## src/design/char_lcd_nibble_interface_defines.svh

```systemverilog
// assertion macros shared by the rtl files
`ifndef CHAR_LCD_NIBBLE_INTERFACE_DEFINES_SVH
`define CHAR_LCD_NIBBLE_INTERFACE_DEFINES_SVH

`ifndef NO_ASSERTIONS

// property checked every clock edge outside reset
`define LCDNIB_ASSERT(lbl, clk, rstn, prop) \
    lbl: assert property (@(posedge clk) disable iff (!rstn) (prop)) \
        else $error("lcdnib assertion failed");

// property checked every clock edge, reset included
`define LCDNIB_ASSERT_ALWAYS(lbl, clk, prop) \
    lbl: assert property (@(posedge clk) (prop)) \
        else $error("lcdnib assertion failed");

`else

`define LCDNIB_ASSERT(lbl, clk, rstn, prop)
`define LCDNIB_ASSERT_ALWAYS(lbl, clk, prop)

`endif

`endif

```

## src/design/lcdnib_pkg.sv

```systemverilog
package lcdnib_pkg;

    // request kinds on s_tuser
    typedef enum logic [1:0] {
        CMD_INSTR = 2'd0,
        CMD_DATA  = 2'd1,
        CMD_INIT  = 2'd2
    } cmd_t;

    // configuration register indexes
    typedef enum logic [1:0] {
        CFG_PULSE   = 2'd0,
        CFG_STARTUP = 2'd1,
        CFG_SETTLE  = 2'd2
    } cfg_idx_t;

    localparam int IDX_W   = 4;
    localparam int HOLD_W  = 9;
    localparam logic [IDX_W-1:0] INIT_LAST    = 4'd10;
    localparam logic [IDX_W-1:0] STARTUP_CNT  = 4'd4;
    localparam logic [1:0]       PHASE_LAST   = 2'd3;

    // one queued request
    typedef struct packed {
        logic       is_init;
        logic       rs;
        logic [7:0] value;
    } req_t;

    typedef struct packed {
        logic [7:0] pulse_ms;
        logic [7:0] startup_gap_ms;
        logic [7:0] settle_ms;
    } cfg_t;

    // power-up command list
    function automatic logic [7:0] init_byte(input logic [IDX_W-1:0] idx);
        logic [7:0] b;
        case (idx)
            4'd0:    b = 8'h03;
            4'd1:    b = 8'h03;
            4'd2:    b = 8'h03;
            4'd3:    b = 8'h03;
            4'd4:    b = 8'h02;
            4'd5:    b = 8'h28;
            4'd6:    b = 8'h08;
            4'd7:    b = 8'h01;
            4'd8:    b = 8'h06;
            4'd9:    b = 8'h03;
            4'd10:   b = 8'h0C;
            default: b = 8'h00;
        endcase
        return b;
    endfunction

endpackage

```

## src/design/lcdnib_front.sv

```systemverilog
module lcdnib_front (
    input  logic                aclk,
    input  logic                aresetn,
    input  logic                s_tvalid,
    output logic                s_tready,
    input  logic [1:0]          s_tuser,   // [1:0] cmd
    input  logic [7:0]          s_tdata,   // [7:0] byte_value
    output logic                req_valid,
    input  logic                req_ready,
    output lcdnib_pkg::req_t    req
);

    logic             hold_valid_reg, hold_valid_next;
    lcdnib_pkg::req_t hold_req_reg, hold_req_next;
    logic             keep;
    lcdnib_pkg::req_t classified;
    logic             accept;

    assign s_tready  = !hold_valid_reg || req_ready;
    assign accept    = s_tvalid && s_tready;
    assign req_valid = hold_valid_reg;
    assign req       = hold_req_reg;

    always_comb begin
        keep               = 1'b1;
        classified.is_init = 1'b0;
        classified.rs      = 1'b0;
        classified.value   = s_tdata;
        case (lcdnib_pkg::cmd_t'(s_tuser))
            lcdnib_pkg::CMD_INSTR: classified.rs = 1'b0;
            lcdnib_pkg::CMD_DATA:  classified.rs = 1'b1;
            lcdnib_pkg::CMD_INIT:  classified.is_init = 1'b1;
            // unused code is taken and dropped
            default:               keep = 1'b0;
        endcase
    end

    always_comb begin
        hold_valid_next = hold_valid_reg;
        hold_req_next   = hold_req_reg;
        if (accept) begin
            hold_valid_next = keep;
            hold_req_next   = classified;
        end else if (req_ready) begin
            hold_valid_next = 1'b0;
        end
    end

    always_ff @(posedge aclk) begin
        if (!aresetn) begin
            hold_valid_reg <= 1'b0;
        end else begin
            hold_valid_reg <= hold_valid_next;
        end
    end

    always_ff @(posedge aclk) begin
        hold_req_reg <= hold_req_next;
    end

endmodule

```

## src/design/lcdnib_queue.sv

```systemverilog
`include "char_lcd_nibble_interface_defines.svh"

module lcdnib_queue #(
    parameter int DEPTH = 2
) (
    input  logic                aclk,
    input  logic                aresetn,
    input  logic                push_valid,
    output logic                push_ready,
    input  lcdnib_pkg::req_t    push_data,
    output logic                pop_valid,
    input  logic                pop_ready,
    output lcdnib_pkg::req_t    pop_data
);

    localparam int AW = (DEPTH > 1) ? $clog2(DEPTH) : 1;
    localparam int CW = $clog2(DEPTH + 1);
    localparam logic [AW-1:0] PTR_LAST = AW'(DEPTH - 1);
    localparam logic [CW-1:0] FULL_CNT = CW'(DEPTH);

    lcdnib_pkg::req_t mem_reg [DEPTH];
    logic [AW-1:0] wr_ptr_reg, wr_ptr_next;
    logic [AW-1:0] rd_ptr_reg, rd_ptr_next;
    logic [CW-1:0] count_reg, count_next;
    logic          push, pop;

    assign push_ready = count_reg < FULL_CNT;
    assign pop_valid  = count_reg != '0;
    assign pop_data   = mem_reg[rd_ptr_reg];
    assign push       = push_valid && push_ready;
    assign pop        = pop_valid && pop_ready;

    always_comb begin
        wr_ptr_next = wr_ptr_reg;
        rd_ptr_next = rd_ptr_reg;
        count_next  = count_reg;
        if (push) begin
            wr_ptr_next = (wr_ptr_reg == PTR_LAST) ? '0 : wr_ptr_reg + 1'b1;
        end
        if (pop) begin
            rd_ptr_next = (rd_ptr_reg == PTR_LAST) ? '0 : rd_ptr_reg + 1'b1;
        end
        if (push && !pop) begin
            count_next = count_reg + 1'b1;
        end else if (pop && !push) begin
            count_next = count_reg - 1'b1;
        end
    end

    always_ff @(posedge aclk) begin
        if (!aresetn) begin
            wr_ptr_reg <= '0;
            rd_ptr_reg <= '0;
            count_reg  <= '0;
        end else begin
            wr_ptr_reg <= wr_ptr_next;
            rd_ptr_reg <= rd_ptr_next;
            count_reg  <= count_next;
        end
    end

    always_ff @(posedge aclk) begin
        if (push) begin
            mem_reg[wr_ptr_reg] <= push_data;
        end
    end

    `LCDNIB_ASSERT(a_queue_bound, aclk, aresetn, count_reg <= FULL_CNT)
    `LCDNIB_ASSERT(a_queue_ptrs, aclk, aresetn,
        (count_reg == '0 || count_reg == FULL_CNT) || (wr_ptr_reg != rd_ptr_reg))

endmodule

```

## src/design/lcdnib_back.sv

```systemverilog
`include "char_lcd_nibble_interface_defines.svh"

module lcdnib_back (
    input  logic                aclk,
    input  logic                aresetn,
    input  lcdnib_pkg::cfg_t    cfg,
    input  logic                req_valid,
    output logic                req_ready,
    input  lcdnib_pkg::req_t    req,
    output logic                m_tvalid,
    input  logic                m_tready,
    output logic [15:0]         m_tdata,   // [0] reg_select, [4:1] nibble, [5] enable,
                                           // [14:6] hold_ms, [15] zero
    output logic                m_tlast    // last
);

    localparam int IW = lcdnib_pkg::IDX_W;
    localparam int HW = lcdnib_pkg::HOLD_W;

    logic             busy_reg, busy_next;
    lcdnib_pkg::req_t cur_reg, cur_next;
    logic [IW-1:0]    idx_reg, idx_next;
    logic [1:0]       phase_reg, phase_next;

    logic             out_valid_reg, out_valid_next;
    logic             out_rs_reg, out_rs_next;
    logic [3:0]       out_nib_reg, out_nib_next;
    logic             out_en_reg, out_en_next;
    logic [HW-1:0]    out_hold_reg, out_hold_next;
    logic             out_last_reg, out_last_next;

    logic             advance, final_step, pop;
    logic [7:0]       cur_byte, extra;

    assign advance    = busy_reg && (!out_valid_reg || m_tready);
    assign final_step = (phase_reg == lcdnib_pkg::PHASE_LAST)
                        && (!cur_reg.is_init || idx_reg == lcdnib_pkg::INIT_LAST);
    assign req_ready  = !busy_reg || (advance && final_step);
    assign pop        = req_valid && req_ready;

    assign m_tvalid = out_valid_reg;
    assign m_tdata  = {1'b0, out_hold_reg, out_en_reg, out_nib_reg, out_rs_reg};
    assign m_tlast  = out_last_reg;

    // pin levels for the current step
    always_comb begin
        cur_byte = cur_reg.is_init ? lcdnib_pkg::init_byte(idx_reg) : cur_reg.value;
        extra    = 8'd0;
        if (cur_reg.is_init && idx_reg < lcdnib_pkg::STARTUP_CNT) begin
            extra = cfg.startup_gap_ms;
        end else if (cur_reg.is_init && idx_reg == lcdnib_pkg::INIT_LAST) begin
            extra = cfg.settle_ms;
        end
        out_rs_next   = cur_reg.is_init ? 1'b0 : cur_reg.rs;
        out_nib_next  = phase_reg[1] ? cur_byte[3:0] : cur_byte[7:4];
        out_en_next   = !phase_reg[0];
        // gap only on the falling edge that ends a byte
        out_hold_next = {1'b0, cfg.pulse_ms}
                        + ((phase_reg == lcdnib_pkg::PHASE_LAST) ? {1'b0, extra} : '0);
        out_last_next = final_step;
    end

    always_comb begin
        out_valid_next = out_valid_reg;
        if (advance) begin
            out_valid_next = 1'b1;
        end else if (m_tready) begin
            out_valid_next = 1'b0;
        end
    end

    always_comb begin
        busy_next  = busy_reg;
        cur_next   = cur_reg;
        idx_next   = idx_reg;
        phase_next = phase_reg;
        if (pop) begin
            busy_next  = 1'b1;
            cur_next   = req;
            idx_next   = '0;
            phase_next = '0;
        end else if (advance && final_step) begin
            busy_next = 1'b0;
        end else if (advance) begin
            phase_next = phase_reg + 1'b1;
            if (phase_reg == lcdnib_pkg::PHASE_LAST) begin
                idx_next = idx_reg + 1'b1;
            end
        end
    end

    always_ff @(posedge aclk) begin
        if (!aresetn) begin
            busy_reg      <= 1'b0;
            idx_reg       <= '0;
            phase_reg     <= '0;
            out_valid_reg <= 1'b0;
        end else begin
            busy_reg      <= busy_next;
            idx_reg       <= idx_next;
            phase_reg     <= phase_next;
            out_valid_reg <= out_valid_next;
        end
    end

    always_ff @(posedge aclk) begin
        cur_reg <= cur_next;
        if (advance) begin
            out_rs_reg   <= out_rs_next;
            out_nib_reg  <= out_nib_next;
            out_en_reg   <= out_en_next;
            out_hold_reg <= out_hold_next;
            out_last_reg <= out_last_next;
        end
    end

    `LCDNIB_ASSERT(a_idx_range, aclk, aresetn,
        !busy_reg || idx_reg <= lcdnib_pkg::INIT_LAST)
    `LCDNIB_ASSERT(a_last_low, aclk, aresetn,
        (m_tvalid && m_tlast) |-> !out_en_reg)
    `LCDNIB_ASSERT(a_pop_busy, aclk, aresetn, pop |=> busy_reg)
    `LCDNIB_ASSERT(a_byte_idx0, aclk, aresetn,
        (busy_reg && !cur_reg.is_init) |-> idx_reg == '0)

endmodule

```

## src/design/char_lcd_nibble_interface.sv

```systemverilog
// channel  | dir | handshake            | payload
// s_       | in  | s_tvalid / s_tready  | s_tuser[1:0] cmd, s_tdata[7:0] byte_value
// m_       | out | m_tvalid / m_tready  | m_tdata reg_select,nibble,enable,hold_ms; m_tlast
// cfg_     | in  | cfg_valid / cfg_ready| cfg_index[1:0], cfg_data[7:0]
//
// a command or data request gives 4 beats on m_, the init request 44, one beat per cycle
// while m_tready is high, from the back sequencer's single output register; requests
// enter at up to one per cycle; reset (aresetn low, synchronous) empties the front
// register and queue and sets pulse_ms 1, startup_gap_ms 4, settle_ms 20
// m_tready low freezes the sequencer; the front register and QUEUE_DEPTH queue entries
// keep taking requests until full, then s_tready drops
module char_lcd_nibble_interface #(
    parameter int QUEUE_DEPTH = 2
) (
    input  logic        aclk,
    input  logic        aresetn,
    input  logic        s_tvalid,
    output logic        s_tready,
    input  logic [1:0]  s_tuser,    // [1:0] cmd
    input  logic [7:0]  s_tdata,    // [7:0] byte_value
    output logic        m_tvalid,
    input  logic        m_tready,
    output logic [15:0] m_tdata,    // [0] reg_select, [4:1] nibble, [5] enable,
                                    // [14:6] hold_ms, [15] zero
    output logic        m_tlast,    // last
    input  logic        cfg_valid,
    output logic        cfg_ready,
    input  logic [1:0]  cfg_index,
    input  logic [7:0]  cfg_data
);

    lcdnib_pkg::cfg_t cfg_reg, cfg_next;
    logic             f_valid, f_ready;
    lcdnib_pkg::req_t f_req;
    logic             q_valid, q_ready;
    lcdnib_pkg::req_t q_req;

    assign cfg_ready = 1'b1;

    always_comb begin
        cfg_next = cfg_reg;
        if (cfg_valid) begin
            case (lcdnib_pkg::cfg_idx_t'(cfg_index))
                lcdnib_pkg::CFG_PULSE:   cfg_next.pulse_ms       = cfg_data;
                lcdnib_pkg::CFG_STARTUP: cfg_next.startup_gap_ms = cfg_data;
                lcdnib_pkg::CFG_SETTLE:  cfg_next.settle_ms      = cfg_data;
                default:                 cfg_next = cfg_reg;
            endcase
        end
    end

    always_ff @(posedge aclk) begin
        if (!aresetn) begin
            cfg_reg.pulse_ms       <= 8'd1;
            cfg_reg.startup_gap_ms <= 8'd4;
            cfg_reg.settle_ms      <= 8'd20;
        end else begin
            cfg_reg <= cfg_next;
        end
    end

    lcdnib_front u_front (
        .aclk      (aclk),
        .aresetn   (aresetn),
        .s_tvalid  (s_tvalid),
        .s_tready  (s_tready),
        .s_tuser   (s_tuser),
        .s_tdata   (s_tdata),
        .req_valid (f_valid),
        .req_ready (f_ready),
        .req       (f_req)
    );

    lcdnib_queue #(
        .DEPTH (QUEUE_DEPTH)
    ) u_queue (
        .aclk       (aclk),
        .aresetn    (aresetn),
        .push_valid (f_valid),
        .push_ready (f_ready),
        .push_data  (f_req),
        .pop_valid  (q_valid),
        .pop_ready  (q_ready),
        .pop_data   (q_req)
    );

    lcdnib_back u_back (
        .aclk      (aclk),
        .aresetn   (aresetn),
        .cfg       (cfg_reg),
        .req_valid (q_valid),
        .req_ready (q_ready),
        .req       (q_req),
        .m_tvalid  (m_tvalid),
        .m_tready  (m_tready),
        .m_tdata   (m_tdata),
        .m_tlast   (m_tlast)
    );

endmodule
```

## config.mk

```make
export PLATFORM = sky130hd
export DESIGN_NAME = char_lcd_nibble_interface
export DESIGN_NICKNAME = d
export VERILOG_FILES = /design/src/design/lcdnib_pkg.sv /design/src/design/lcdnib_front.sv /design/src/design/lcdnib_queue.sv /design/src/design/lcdnib_back.sv /design/src/design/char_lcd_nibble_interface.sv
export VERILOG_INCLUDE_DIRS = /design/src /design/src/design
export SDC_FILE = /design/constraint.sdc
export NUM_CORES = 1
export LEC_CHECK = 0
export BUFFER_PORTS_ARGS = -buffer_cell sky130_fd_sc_hd__buf_2
export CORE_MARGIN = 2
export CORE_UTILIZATION = 58
export DETAILED_ROUTE_END_ITERATION = 16
export GPL_ROUTABILITY_DRIVEN = 0
export PLACE_DENSITY = 0.75
export SETUP_SLACK_MARGIN = 0.05
export SLEW_MARGIN = 20
export SYNTH_ARGS = -nofsm -noshare
export SYNTH_HDL_FRONTEND = slang
export SYNTH_SLANG_ARGS = --single-unit
```

## constraint.sdc

```tcl
create_clock -name aclk -period 3.6 [get_ports aclk]
set_input_delay 0.72 -clock aclk [delete_from_list [all_inputs] [get_ports aclk]]
set_output_delay 0.72 -clock aclk [all_outputs]
set_load 0.1 [all_outputs]
```

After elaboration in Yosys (flattened, before gate mapping)
Memories as Yosys holds them, arrays and structs flattened. A register that Yosys moved wholly into a read port is not among the register bits.
Index checks and enable logic that the tools add are counted.
{"block": "classes", "add_sub_neg": 7, "n_lt_le_gt_ge": 2, "n_eq_ne": 6, "n_mux": 22, "bitwise_logic": 2, "n_reduce_logical": 35}
{"op": "$mux W8", "count": 4}
{"op": "$mux W1", "count": 13}
{"op": "$mux W4", "count": 3}
{"op": "$logic_and A1 B1 Y1", "count": 10}
{"op": "$reduce_bool A2 Y1", "count": 5}
{"op": "$add A8 B9 Y9", "count": 1}
{"op": "$reduce_and A2 Y1", "count": 4}
{"op": "$logic_not A1 Y1", "count": 7}
{"op": "$eq A2 B2 Y1 const B", "count": 3}
{"op": "$add A2 B1 Y2 const B", "count": 2}
{"op": "$add A4 B1 Y4 const B", "count": 1}
{"op": "$eq A2 B1 Y1 const B", "count": 2}
{"op": "$eq A4 B4 Y1 const B", "count": 1}
{"op": "$logic_not A2 Y1", "count": 2}
{"op": "$logic_or A1 B1 Y1", "count": 4}
{"op": "$lt A4 B3 Y1 const B", "count": 1}
{"op": "$mux W2", "count": 2}
{"op": "$reduce_and A3 Y1", "count": 1}
{"op": "$reduce_or A3 Y1", "count": 1}
{"op": "$add A1 B1 Y1 const B", "count": 2}
{"op": "$lt A2 B2 Y1 const B", "count": 1}
{"op": "$not A1 Y1", "count": 2}
{"op": "$reduce_or A2 Y1", "count": 1}
{"op": "$sub A2 B1 Y2 const B", "count": 1}
{"block": "word_totals", "regBits": 63, "mem_bits_rw": 20, "mem_bits_ro": 80, "wordCells": 95, "n_memories": 2}
{"memory": "(no name shown)", "depth": 16, "width": 5, "rd": 1, "rd_ports_with_merged_regs": 1, "wr": 0, "line": "lcdnib_pkg.sv:39", "rtl": "case (idx)"}
{"memory": "u_queue.mem_reg", "depth": 2, "width": 10, "rd": 1, "rd_ports_with_merged_regs": 1, "wr": 1, "line": "lcdnib_queue.sv:21", "rtl": "lcdnib_pkg::req_t mem_reg [DEPTH];"}

Logic depth before layout (Yosys ltp)
Gate-level depths: netlist of the first run.
{"block": "logic_depth", "depth_word": 9, "ltp_mapped": 13}

Cells and area by module
A second synthesis of the first run with hierarchy kept.
{"block": "unflattened", "cells_unflattened": 340, "hier_area_um2": 4295.4}
{"module": "lcdnib_back", "instances": 1, "cells_each": 175, "area_each_um2": 2033.2, "seq_area_each_um2": 1041.0}
{"module": "char_lcd_nibble_interface", "instances": 1, "cells_each": 94, "area_each_um2": 952.2, "seq_area_each_um2": 480.5}
{"module": "lcdnib_queue", "instances": 1, "cells_each": 54, "area_each_um2": 943.4, "seq_area_each_um2": 700.7}
{"module": "lcdnib_front", "instances": 1, "cells_each": 17, "area_each_um2": 366.6, "seq_area_each_um2": 320.3}

Least setup slack after synthesis of the first run
OpenSTA, ideal clock, no wires.
{"block": "synth_timing", "path_type": "register -> register", "from": "reg u_back.idx_reg[0]", "to": "reg u_back.out_hold_reg[8] (data pin)", "setup_time_ps": 267, "arrival_time_ps": 2383, "required_ps": 3333, "slack_ps": 950, "stages_incl_launch_ff": 14, "path_buffers": 0, "synth_period_minus_slack_ps": 2650, "cell_sequence": "dfxtp_1 -> inv_1 -> ha_1 -> nand2_1 -> nor2_1 -> a22oi_1 -> nor2_1 -> ha_1 -> fa_1 -> a21o_1 -> a21oi_1 -> nor2b_1 -> o31ai_1 -> a21oi_1"}
{"block": "synth_between", "elab_chain_cells": 6, "word_cells_on_any_way": 8}
{"element": "start: declaration", "line": "lcdnib_back.sv:22", "rtl": "logic [IW-1:0] idx_reg, idx_next;"}
{"element": "start signal: assignment", "line": "lcdnib_back.sv:100", "rtl": "idx_reg <= idx_next;"}
{"element": "branches (longest 3 deep; another with $lt A4 B3 Y1)"}
{"element": "$mux W8 *", "line": "lcdnib_back.sv:49", "rtl": "if (cur_reg.is_init && idx_reg < lcdnib_pkg::STARTUP_CNT) begin"}
{"element": "$mux W8 *", "line": "lcdnib_back.sv:59", "rtl": "+ ((phase_reg == lcdnib_pkg::PHASE_LAST) ? {1'b0, extra} : '0);"}
{"element": "$add A8 B9 Y9 *", "line": "lcdnib_back.sv:59"}
{"element": "net u_back.out_hold_next[8]", "line": "lcdnib_back.sv:29", "rtl": "logic [HW-1:0] out_hold_reg, out_hold_next;"}
{"element": "end signal: assignment", "line": "lcdnib_back.sv:112", "rtl": "out_hold_reg <= out_hold_next;"}
{"element": "end: declaration", "line": "lcdnib_back.sv:29"}
Mark *: on every way through the listed nets, which the timed path passes.
A chain may end at the register's enable or synchronous reset.

Final worst setup path of the first run
Ends and elaborated chain as after synthesis.

==> impl_metrics.env, run 1 <==
export IMPL_met1_length_um=3403
export IMPL_power_density_nw_per_um2=637.3
export IMPL_grt_overflow=0
export IMPL_synth_most_common_cell="edfxtp_1"
export IMPL_io_pins=45
export IMPL_routed_wl_um=6847
export IMPL_fillers=573
export IMPL_die_area_um2=7979
export IMPL_first_pass_iters=4
export IMPL_drtIter0Drc=92
export IMPL_p_switching_w=0.001083
export IMPL_cts_buffers_inserted=9
export IMPL_antenna_found_initial=0
export IMPL_power_internal_w=0.001913
export IMPL_status="complete, no violations"
export IMPL_port_buffers=42
export IMPL_wl_met2_um=3109
export IMPL_grt_first_pass_wirelength_um=10980
export IMPL_cp_start_kind="flop"
export IMPL_antenna_left=0
export IMPL_cts_tree="done"
export IMPL_clock_latency_ns=0.36
export IMPL_place_ws_ns=0.7020
export IMPL_cts_buffer_depth=2
export IMPL_core_um2=7137
export IMPL_avgSynthCellArea_um2=12.72
export IMPL_start_util_pct=59.17
export IMPL_grt_pass1_vias=2293
export IMPL_cts_sinks=98
export IMPL_post_cts_hold_buffer_count=0
export IMPL_setup_violations=0
export IMPL_ys_types=48
export IMPL_drc=0
export IMPL_largest_reg_flops=24
export IMPL_relSlewSlack_pct=33.80
export IMPL_rows=31
export IMPL_syn_inst=332
export IMPL_synth_top_area_share_pct=39.82
export IMPL_ir_drop_uv=481.0
export IMPL_pwr_share_seq_pct=49.1
export IMPL_end_kind="flop"
export IMPL_yosysTopAreaCell="edfxtp_1"
export IMPL_maxCapViolCount=0
export IMPL_period_share_pct=79.97
export IMPL_yosysSeqAreaShare_pct=59.73
export IMPL_fin_nets=416
export IMPL_num_vias=2484
export IMPL_path_max_fanout=8
export IMPL_r2r_cells=13
export IMPL_via_per_inst=5.197
export IMPL_maxSlewViolCount=0
export IMPL_drive_gt1_share_pct=21.11
export IMPL_clkPwrFrac_pct=23.8
export IMPL_die_w_um=89.33
export IMPL_holdPathStages=0
export IMPL_top_layer_used="met4"
export IMPL_hp_class="flop to flop"
export IMPL_post_cts_resized=0
export IMPL_finClkSkew_ns=0.009527
export IMPL_die_h_um=89.33
export IMPL_dp_hpwl_um=4920
export IMPL_post_cts_setup_buffer_count=0
export IMPL_p_sw_share_pct=36.15
export IMPL_yosysWarnings=0
export IMPL_areaGrowthSynthToFinish_pct=11.35
export IMPL_hold_viol=0
export IMPL_crit_arrival_ns=2.99
export IMPL_ys_top_cells_by_area="edfxtp_1 40%, dfxtp_1 20%, mux2i_1 6.2%"
export IMPL_grt_use_total_pct=18.36
export IMPL_clockRootBuffer="clkbuf_8"
export IMPL_synth_top_cells_by_count="56 x edfxtp_1, 42 x dfxtp_1, 28 x nor2b_1"
export IMPL_hold_ws_ns=0.4528
export IMPL_wl_per_cell_um=14.32
export IMPL_worstSetupPathType="flop to flop"
export IMPL_power_share_combinational_pct=27.1
export IMPL_synthArstFlopShare_pct=0
export IMPL_worstMarginPinSlew_ns=0.9910
export IMPL_crit_required_ns=3.71
export IMPL_ys_flop_type="edfxtp_1"
export IMPL_clkTransAtPathRegs_ns=0.10
export IMPL_syn_cell_area_um2=4223
export IMPL_ys_ff_latch=98
export IMPL_fin_ws_ns=0.7212
export IMPL_grt_setup_unrepaired="false"
export IMPL_antenna_cells=0
export IMPL_p_leak_nw=1.882
export IMPL_syn_nets=374
export IMPL_period_needed_ns=2.879
export IMPL_clock_fmax_mhz=347.4
export IMPL_grt_start_max_net_pins=34
export IMPL_synth_edf_count=56
export IMPL_finalSetupTns_ns=0
export IMPL_wl_met3_um=259
export IMPL_cts_max_level=3
[metal layers]
layer | GRT usage, % | vias up
met1 | 26.35 | 1151
met4 | 6.106 | 0
li1 | - | 1275
met5 | 0 | -
met3 | 4.524 | 8
met2 | 27.54 | 50
[per-stage QoR]
step | instance area (um^2) | total power [W] | instances | utilization, %
2_1_floorplan | 4223 | 0.002178 | 332 | -
3_3_place_gp | 4503 | 0.002297 | 462 | 63.10
3_5_place_dp | 4503 | 0.002315 | 462 | 63.10
4_1_cts | 4702 | 0.003023 | 478 | 65.88
5_1_grt | 4702 | 0.003126 | 478 | 65.88
6_report | 4702 | 0.002996 | 478 | 65.88
[area by class of cell]
type | instances | area, um^2 | area share, %
clock buffers | 10 | 127.6 | 2.714
clock inverters | 6 | 71.32 | 1.517
inverters | 9 | 33.78 | 0.7185
multi-input cells | 213 | 1605 | 34.14
flip-flops and latches | 98 | 2522 | 53.65
well taps | 99 | 123.9 | 2.634
repair buffers | 43 | 217.7 | 4.630
[worst max-delay path, cell delays in order (launching register included)]
cell and delay, ns:
dfxtp_1 0.46, inv_1 0.09, ha_1 0.24, nand2_1 0.08
nor2_1 0.11, a22oi_1 0.16, nor2_1 0.06, ha_1 0.20
fa_1 0.41, a21o_1 0.18, a21oi_1 0.22, nor2b_1 0.09
o31ai_1 0.24, a21oi_1 0.09
[cell families (layout without fill, tap and decap cells)]
group	count (synthesis)	in the layout	share of synthesized area (%)
flip-flops	98	98	59.73
AND/OR/NAND/NOR	96	96	12.12
AO/OA/AOI/OAI	48	48	8.208
multiplexers	41	41	10.43
buffers and inverters	21	68	2.252
adder cells (fa/ha/maj)	17	17	5.215
XOR/XNOR	9	9	1.867
other	2	2	0.1778
[final timing paths]
kind | slack (ns) | to | from
worst max-delay path | 0.72 | u_back.out_hold_reg[8] | u_back.idx_reg[0]
worst min-delay path | 0.45 | u_queue.mem_reg[0][2] | u_front.req[2]
worst max register to register | 0.72 | u_back.out_hold_reg[8] | u_back.idx_reg[0]
worst min register to register | 0.45 | u_queue.mem_reg[0][2] | u_front.req[2]
[cells in the final DEF, fill, tap and decap left out, types with 4 or more instances in the layout]
| master | instances |
|---|---|
| clkbuf_8 | 9 |
| o21ai_0 | 6 |
| xnor2_1 | 6 |
| o21ai_1 | 6 |
| mux2i_1 | 26 |
| o21a_1 | 5 |
| and2_1 | 7 |
| mux2_2 | 14 |
| nand2_1 | 16 |
| ha_1 | 16 |
| nand2b_1 | 4 |
| buf_2 | 42 |
| dfxtp_1 | 42 |
| inv_1 | 6 |
| edfxtp_1 | 56 |
| nor2_1 | 24 |
| a22oi_1 | 9 |
| nor2b_1 | 28 |
| a21oi_1 | 4 |
[power by group through the flow]
stage	clock, W	combinational, W	sequential, W
2_1_floorplan	0	0.000392	0.00179
3_3_place_gp	0	0.000805	0.00149
3_5_place_dp	0	0.000814	0.00150
4_1_cts	0.000730	0.000818	0.00148
5_1_grt	0.000765	0.000866	0.00149
6_report	0.000713	0.000811	0.00147
Note: power is estimated with default switching activity, not from simulation.
==> run 2, diff against run 1 <==
clock period = 2.9 ns   (was 3.6 ns; I/O delays follow)
==> run 2 against run 1 <==
Net effect: routed wire length rose by 0.92%; critical path depth did not move; die area did not move; fmax rose by 6.0%; clock power rose by 18%; total power rose by 23%.
==> impl_metrics.env, run 2 (synthesis gave the netlist of run 1 again) <==
export IMPL_fillers=560
export IMPL_clock_fmax_mhz=368.3
export IMPL_grt_pass1_vias=2333
export IMPL_fin_nets=422
export IMPL_regArea_um2=2522
export IMPL_grt_start_max_net_pins=33
export IMPL_clock_latency_ns=0.36
export IMPL_worstPathCellList="inv_1 > ha_1 > nand2_1 > nor2_1 > buf_4 > a22oi_1 > nor2_2 > fa_1 > a21o_1 > a21oi_2 > nor2b_1 > o31ai_2 > a21boi_1"
export IMPL_stdcell_count=484
export IMPL_placed_cells=468
export IMPL_cts_buffer_depth=2
export IMPL_maxSlewViolCount=0
export IMPL_power_density_nw_per_um2=778.8
export IMPL_grt_first_pass_wirelength_um=10820
export IMPL_p_sw_share_pct=37.46
export IMPL_drtIter0Drc=138
export IMPL_power_share_combinational_pct=28.2
export IMPL_grt_setup_unrepaired="false"
export IMPL_hp_class="primary input to flop"
export IMPL_cp_slowest_stage_delay_ns=0.44
export IMPL_port_buffers=42
export IMPL_period_needed_ns=2.715
export IMPL_clockRootBuffer="clkbuf_8"
export IMPL_first_pass_iters=4
export IMPL_dp_hpwl_um=5060
export IMPL_cp_start_kind="flop"
export IMPL_die_area_um2=7979
export IMPL_finalSetupTns_ns=0
export IMPL_p_switching_w=0.001385
export IMPL_routed_wl_um=6910
export IMPL_pwr_share_seq_pct=49.0
export IMPL_drive_gt1_share_pct=23.38
export IMPL_drc=0
export IMPL_cts_sinks=98
export IMPL_rows=31
export IMPL_worstMarginPinSlew_ns=0.8876
export IMPL_clkTransAtPathRegs_ns=0.10
export IMPL_end_kind="flop"
export IMPL_setup_violations=0
export IMPL_cts_tree="done"
export IMPL_relSlewSlack_pct=40.71
export IMPL_hold_viol=0
export IMPL_worst_path_dominant_cell_family="compound AO/OA/AOI/OAI gates"
export IMPL_ir_drop_uv=642.6
export IMPL_most_common_layout_cells="56 x edfxtp_1, 42 x dfxtp_1, 42 x buf_2"
export IMPL_core_um2=7137
export IMPL_die_w_um=89.33
export IMPL_via_per_inst=5.285
export IMPL_cp_slowest_cell="fa_1"
export IMPL_post_cts_hold_buffer_count=0
export IMPL_power_internal_w=0.002313
export IMPL_period_share_pct=93.62
export IMPL_start_util_pct=59.17
export IMPL_cts_buffers_inserted=9
export IMPL_path_max_fanout=7
export IMPL_io_pins=45
export IMPL_p_leak_nw=1.908
export IMPL_multiInputGateArea_um2=1617
export IMPL_die_h_um=89.33
export IMPL_num_vias=2558
export IMPL_maxCapViolCount=0
export IMPL_path_buf_inv=2
export IMPL_antenna_found_initial=0
export IMPL_clkPwrFrac_pct=22.8
export IMPL_largest_reg_flops=24
export IMPL_grt_use_total_pct=18.12
export IMPL_crit_arrival_ns=2.93
export IMPL_status="complete, no violations"
export IMPL_wl_per_cell_um=14.28
export IMPL_antenna_cells=0
export IMPL_areaGrowthSynthToFinish_pct=12.44
export IMPL_cts_max_level=3
export IMPL_crit_required_ns=3.12
export IMPL_layout_commonest_cell="edfxtp_1"
export IMPL_grt_overflow=0
export IMPL_antenna_left=0
export IMPL_worstSetupPathType="flop to flop"
export IMPL_finClkSkew_ns=0.009336
==> run 2: final timing paths <==
kind,startpoint,to,slack [ns],cells past startpoint
max reg2reg,u_back.idx_reg[0],u_back.out_hold_reg[6],0.19,13
min reg2reg,u_front.req[2],u_queue.mem_reg[0][2],0.45,0
min,s_tdata[3],u_front.req[3],0.39,1
max,u_back.idx_reg[0],u_back.out_hold_reg[6],0.19,13
==> run 2: repair_timing <==
| action | CTS | global route |
|---|---|---|
| endpoints found under the setup margin | 0 | 3 |
| gates resized for setup | 0 | 3 |
| setup buffers | 0 | 0 |
==> run 2: layer usage <==
metal / track usage, % / up-vias / wire, um
li1: - / 1291 / -
met1: 26.07 / 1207 / 3404
met2: 27.21 / 54 / 3167
met3: 3.324 / 6 / 278
met4: 7.463 / 0 / 59
met5: 0 / - / 0
==> run 2: final cells by class <==
| class | instances | share of cell area (%) |
|---|---|---|
| clock buffer | 9 | 2.609 |
| sequential | 98 | 53.12 |
| tap | 99 | 2.609 |
| inverter | 9 | 0.7115 |
| multi-input combinational | 213 | 34.04 |
| clock inverter | 7 | 1.370 |
| timing repair buffer | 49 | 5.534 |
==> run 2: per-stage QoR <==
step | instance area [um^2] | total power (W) | hold WS, ns | utilization, % | setup WS, ns
after floorplan | 4223 | 0.002703 | 0.4215 | - | 0.2503
after global placement | 4548 | 0.002872 | 0.4239 | 63.73 | 0.3094
after detailed placement | 4548 | 0.002889 | 0.4306 | 63.73 | 0.1722
after CTS | 4737 | 0.003725 | 0.3715 | 66.37 | 0.1508
after global routing | 4748 | 0.003864 | 0.3622 | 66.53 | 0.02303
final | 4748 | 0.003698 | 0.3858 | 66.53 | 0.1851
==> run 2: power by group through the flow <==
| stage | clock [W] | sequential [W] | combinational, W |
|---|---|---|---|
| 2_1_floorplan | 0 | 0.00222 | 0.000487 |
| 3_3_place_gp | 0 | 0.00184 | 0.00103 |
| 3_5_place_dp | 0 | 0.00185 | 0.00104 |
| 4_1_cts | 0.000864 | 0.00182 | 0.00105 |
| 5_1_grt | 0.000915 | 0.00184 | 0.00111 |
| 6_report | 0.000843 | 0.00181 | 0.00104 |
==> run 2: worst reg2reg max path, cell delays in order, from the launching register on <==
cell      delay (ns)
dfxtp_1         0.36
inv_1           0.07
ha_1            0.24
nand2_1         0.08
nor2_1          0.06
buf_4           0.15
a22oi_1         0.21
nor2_2          0.08
fa_1            0.44
a21o_1          0.19
a21oi_2         0.18
nor2b_1         0.09
o31ai_2         0.23
a21boi_1        0.20
==> run 3, diff against run 2 <==
MAX_ROUTING_LAYER = met4   (was default)
==> run 3 against run 2 <==
Net effect: sequential share of layout area unchanged; die area is the same; total power hardly changed; count of clock-buffer cells in the layout unchanged; critical path depth did not move; sequential cell count unchanged; global-route usage increased by 0.52 points.
==> impl_metrics.env, run 3 (synthesis gave the netlist of run 1 again) <==
export IMPL_setup_violations=0
export IMPL_drive_gt1_share_pct=23.38
export IMPL_fin_nets=422
export IMPL_die_h_um=89.33
export IMPL_die_area_um2=7979
export IMPL_start_util_pct=59.17
export IMPL_worstSetupPathType="flop to flop"
export IMPL_grt_use_total_pct=18.64
export IMPL_hp_start="s_tdata[3]"
export IMPL_worst_path_dominant_cell_family="compound AO/OA/AOI/OAI gates"
export IMPL_wl_per_cell_um=14.37
export IMPL_cp_start_kind="flop"
export IMPL_cts_max_level=3
export IMPL_post_cts_setup_buffer_count=0
export IMPL_r2r_setup_slack_ns=0.18
export IMPL_dp_hpwl_um=5060
export IMPL_grt_pass1_vias=2331
export IMPL_power_density_nw_per_um2=779.5
export IMPL_core_um2=7137
export IMPL_routed_wl_um=6956
export IMPL_grt_overflow=0
export IMPL_fillers=560
export IMPL_grt_setup_unrepaired="false"
export IMPL_fin_ws_ns=0.1845
export IMPL_first_pass_iters=4
export IMPL_most_common_layout_cells="56 x edfxtp_1, 42 x dfxtp_1, 42 x buf_2"
export IMPL_place_ws_ns=0.1722
export IMPL_period_needed_ns=2.716
export IMPL_finalSetupTns_ns=0
export IMPL_worstPathCellList="inv_1 > ha_1 > nand2_1 > nor2_1 > buf_4 > a22oi_1 > nor2_2 > fa_1 > a21o_1 > a21oi_2 > nor2b_1 > o31ai_2 > a21boi_1"
export IMPL_rows=31
export IMPL_period_share_pct=93.64
export IMPL_antenna_found_initial=0
export IMPL_relSlewSlack_pct=40.97
export IMPL_clock_latency_ns=0.37
export IMPL_largest_reg_flops=24
export IMPL_antenna_cells=0
export IMPL_cp_slowest_stage_delay_ns=0.44
export IMPL_p_leak_nw=1.908
export IMPL_finalPower_w=0.003701
export IMPL_via_per_inst=5.316
export IMPL_crit_arrival_ns=2.94
export IMPL_path_max_fanout=7
export IMPL_grt_start_max_net_pins=33
export IMPL_num_vias=2573
export IMPL_clkTransAtPathRegs_ns=0.10
export IMPL_maxSlewViolCount=0
export IMPL_r2r_cells=13
export IMPL_maxCapViolCount=0
export IMPL_areaGrowthSynthToFinish_pct=12.44
export IMPL_cts_buffers_inserted=9
export IMPL_cts_buffer_depth=2
export IMPL_ir_drop_uv=642.9
export IMPL_crit_required_ns=3.12
export IMPL_status="complete, no violations"
export IMPL_antenna_left=0
export IMPL_path_buf_inv=2
export IMPL_holdPathStages=1
export IMPL_cts_sinks=98
export IMPL_clockRootBuffer="clkbuf_8"
export IMPL_hold_viol=0
export IMPL_r2r_end="u_back.out_hold_reg[6]"
export IMPL_grt_first_pass_wirelength_um=10820
export IMPL_die_w_um=89.33
export IMPL_cts_tree="done"
export IMPL_worstMarginPinSlew_ns=0.8836
export IMPL_clock_fmax_mhz=368.3
export IMPL_layout_commonest_cell="edfxtp_1"
export IMPL_drc=0
export IMPL_drtIter0Drc=144
export IMPL_port_buffers=42
export IMPL_crit_start="u_back.idx_reg[0]"
export IMPL_io_pins=45
export IMPL_holdPathEnd="u_front.req[3]"
export IMPL_finClkSkew_ns=0.01071
export IMPL_cp_slowest_cell="fa_1"
export IMPL_hp_class="primary input to flop"
export IMPL_r2r_start="u_back.idx_reg[0]"
export IMPL_end_kind="flop"
## run 3: cell counts in the layout (fill, tap and decap cells not counted)
Identical to the previous run, type by type.
## run 3: worst register-to-register path: stages (launching register included)
cell and delay (ns):
dfxtp_1 0.36, inv_1 0.07, ha_1 0.24, nand2_1 0.08
nor2_1 0.06, buf_4 0.15, a22oi_1 0.21, nor2_2 0.08
fa_1 0.44, a21o_1 0.19, a21oi_2 0.18, nor2b_1 0.09
o31ai_2 0.23, a21boi_1 0.20
## run 3: metal layers
| metal | global-route usage [%] | wire, um | up-vias | part of all wire [%] |
|---|---|---|---|---|
| met1 | 26.13 | 3445 | 1228 | 50 |
| li1 | - | - | 1287 | - |
| met2 | 27.00 | 3205 | 50 | 46 |
| met4 | 7.463 | 68 | 0 | 0.98 |
| met3 | 3.324 | 237 | 8 | 3.4 |
| met5 | - | 0 | - | 0 |
## run 3: through the flow
step                      hold WS, ns  utilization [%]  std cells  area [um^2]
after floorplan                0.4215                -        332         4223
after global placement         0.4239            63.73        468         4548
after detailed placement       0.4306            63.73        468         4548
after CTS                      0.3715            66.37        484         4737
after global routing           0.3622            66.53        484         4748
final                          0.3843            66.53        484         4748
## run 3: what timing repair did
item                       CTS  global route
setup endpoints to repair    0             3
resized for setup            0             3
hold buffers                 0             0
## run 3: final cells by class
type                       instances  area (um^2)  area share [%]
sequential                        98         2522           53.12
multi-input combinational        213         1617           34.04
timing repair buffer              49        262.8           5.534
clock buffer                       9        123.9           2.609
tap                               99        123.9           2.609
clock inverter                     7        65.06           1.370
inverter                           9        33.78          0.7115
## run 3: worst max path at each step
stage | to | slack (ns) | cells after the start
after floorplan | u_back.out_hold_reg[8] | 0.25 | 13
after global placement | u_back.out_hold_reg[8] | 0.31 | 13
after detailed placement | u_back.out_hold_reg[8] | 0.17 | 13
after CTS | u_back.out_hold_reg[6] | 0.15 | 13
after global routing | u_back.out_hold_reg[6] | 0.02 | 13
final | u_back.out_hold_reg[6] | 0.18 | 13
## run 3: report_power, final
part | total (W) | internal, W | switching [W]
clock network | 0.000847 | 0.000336 | 0.000511
logic | 0.00104 | 0.000263 | 0.000778
registers | 0.00181 | 0.00171 | 0.000100
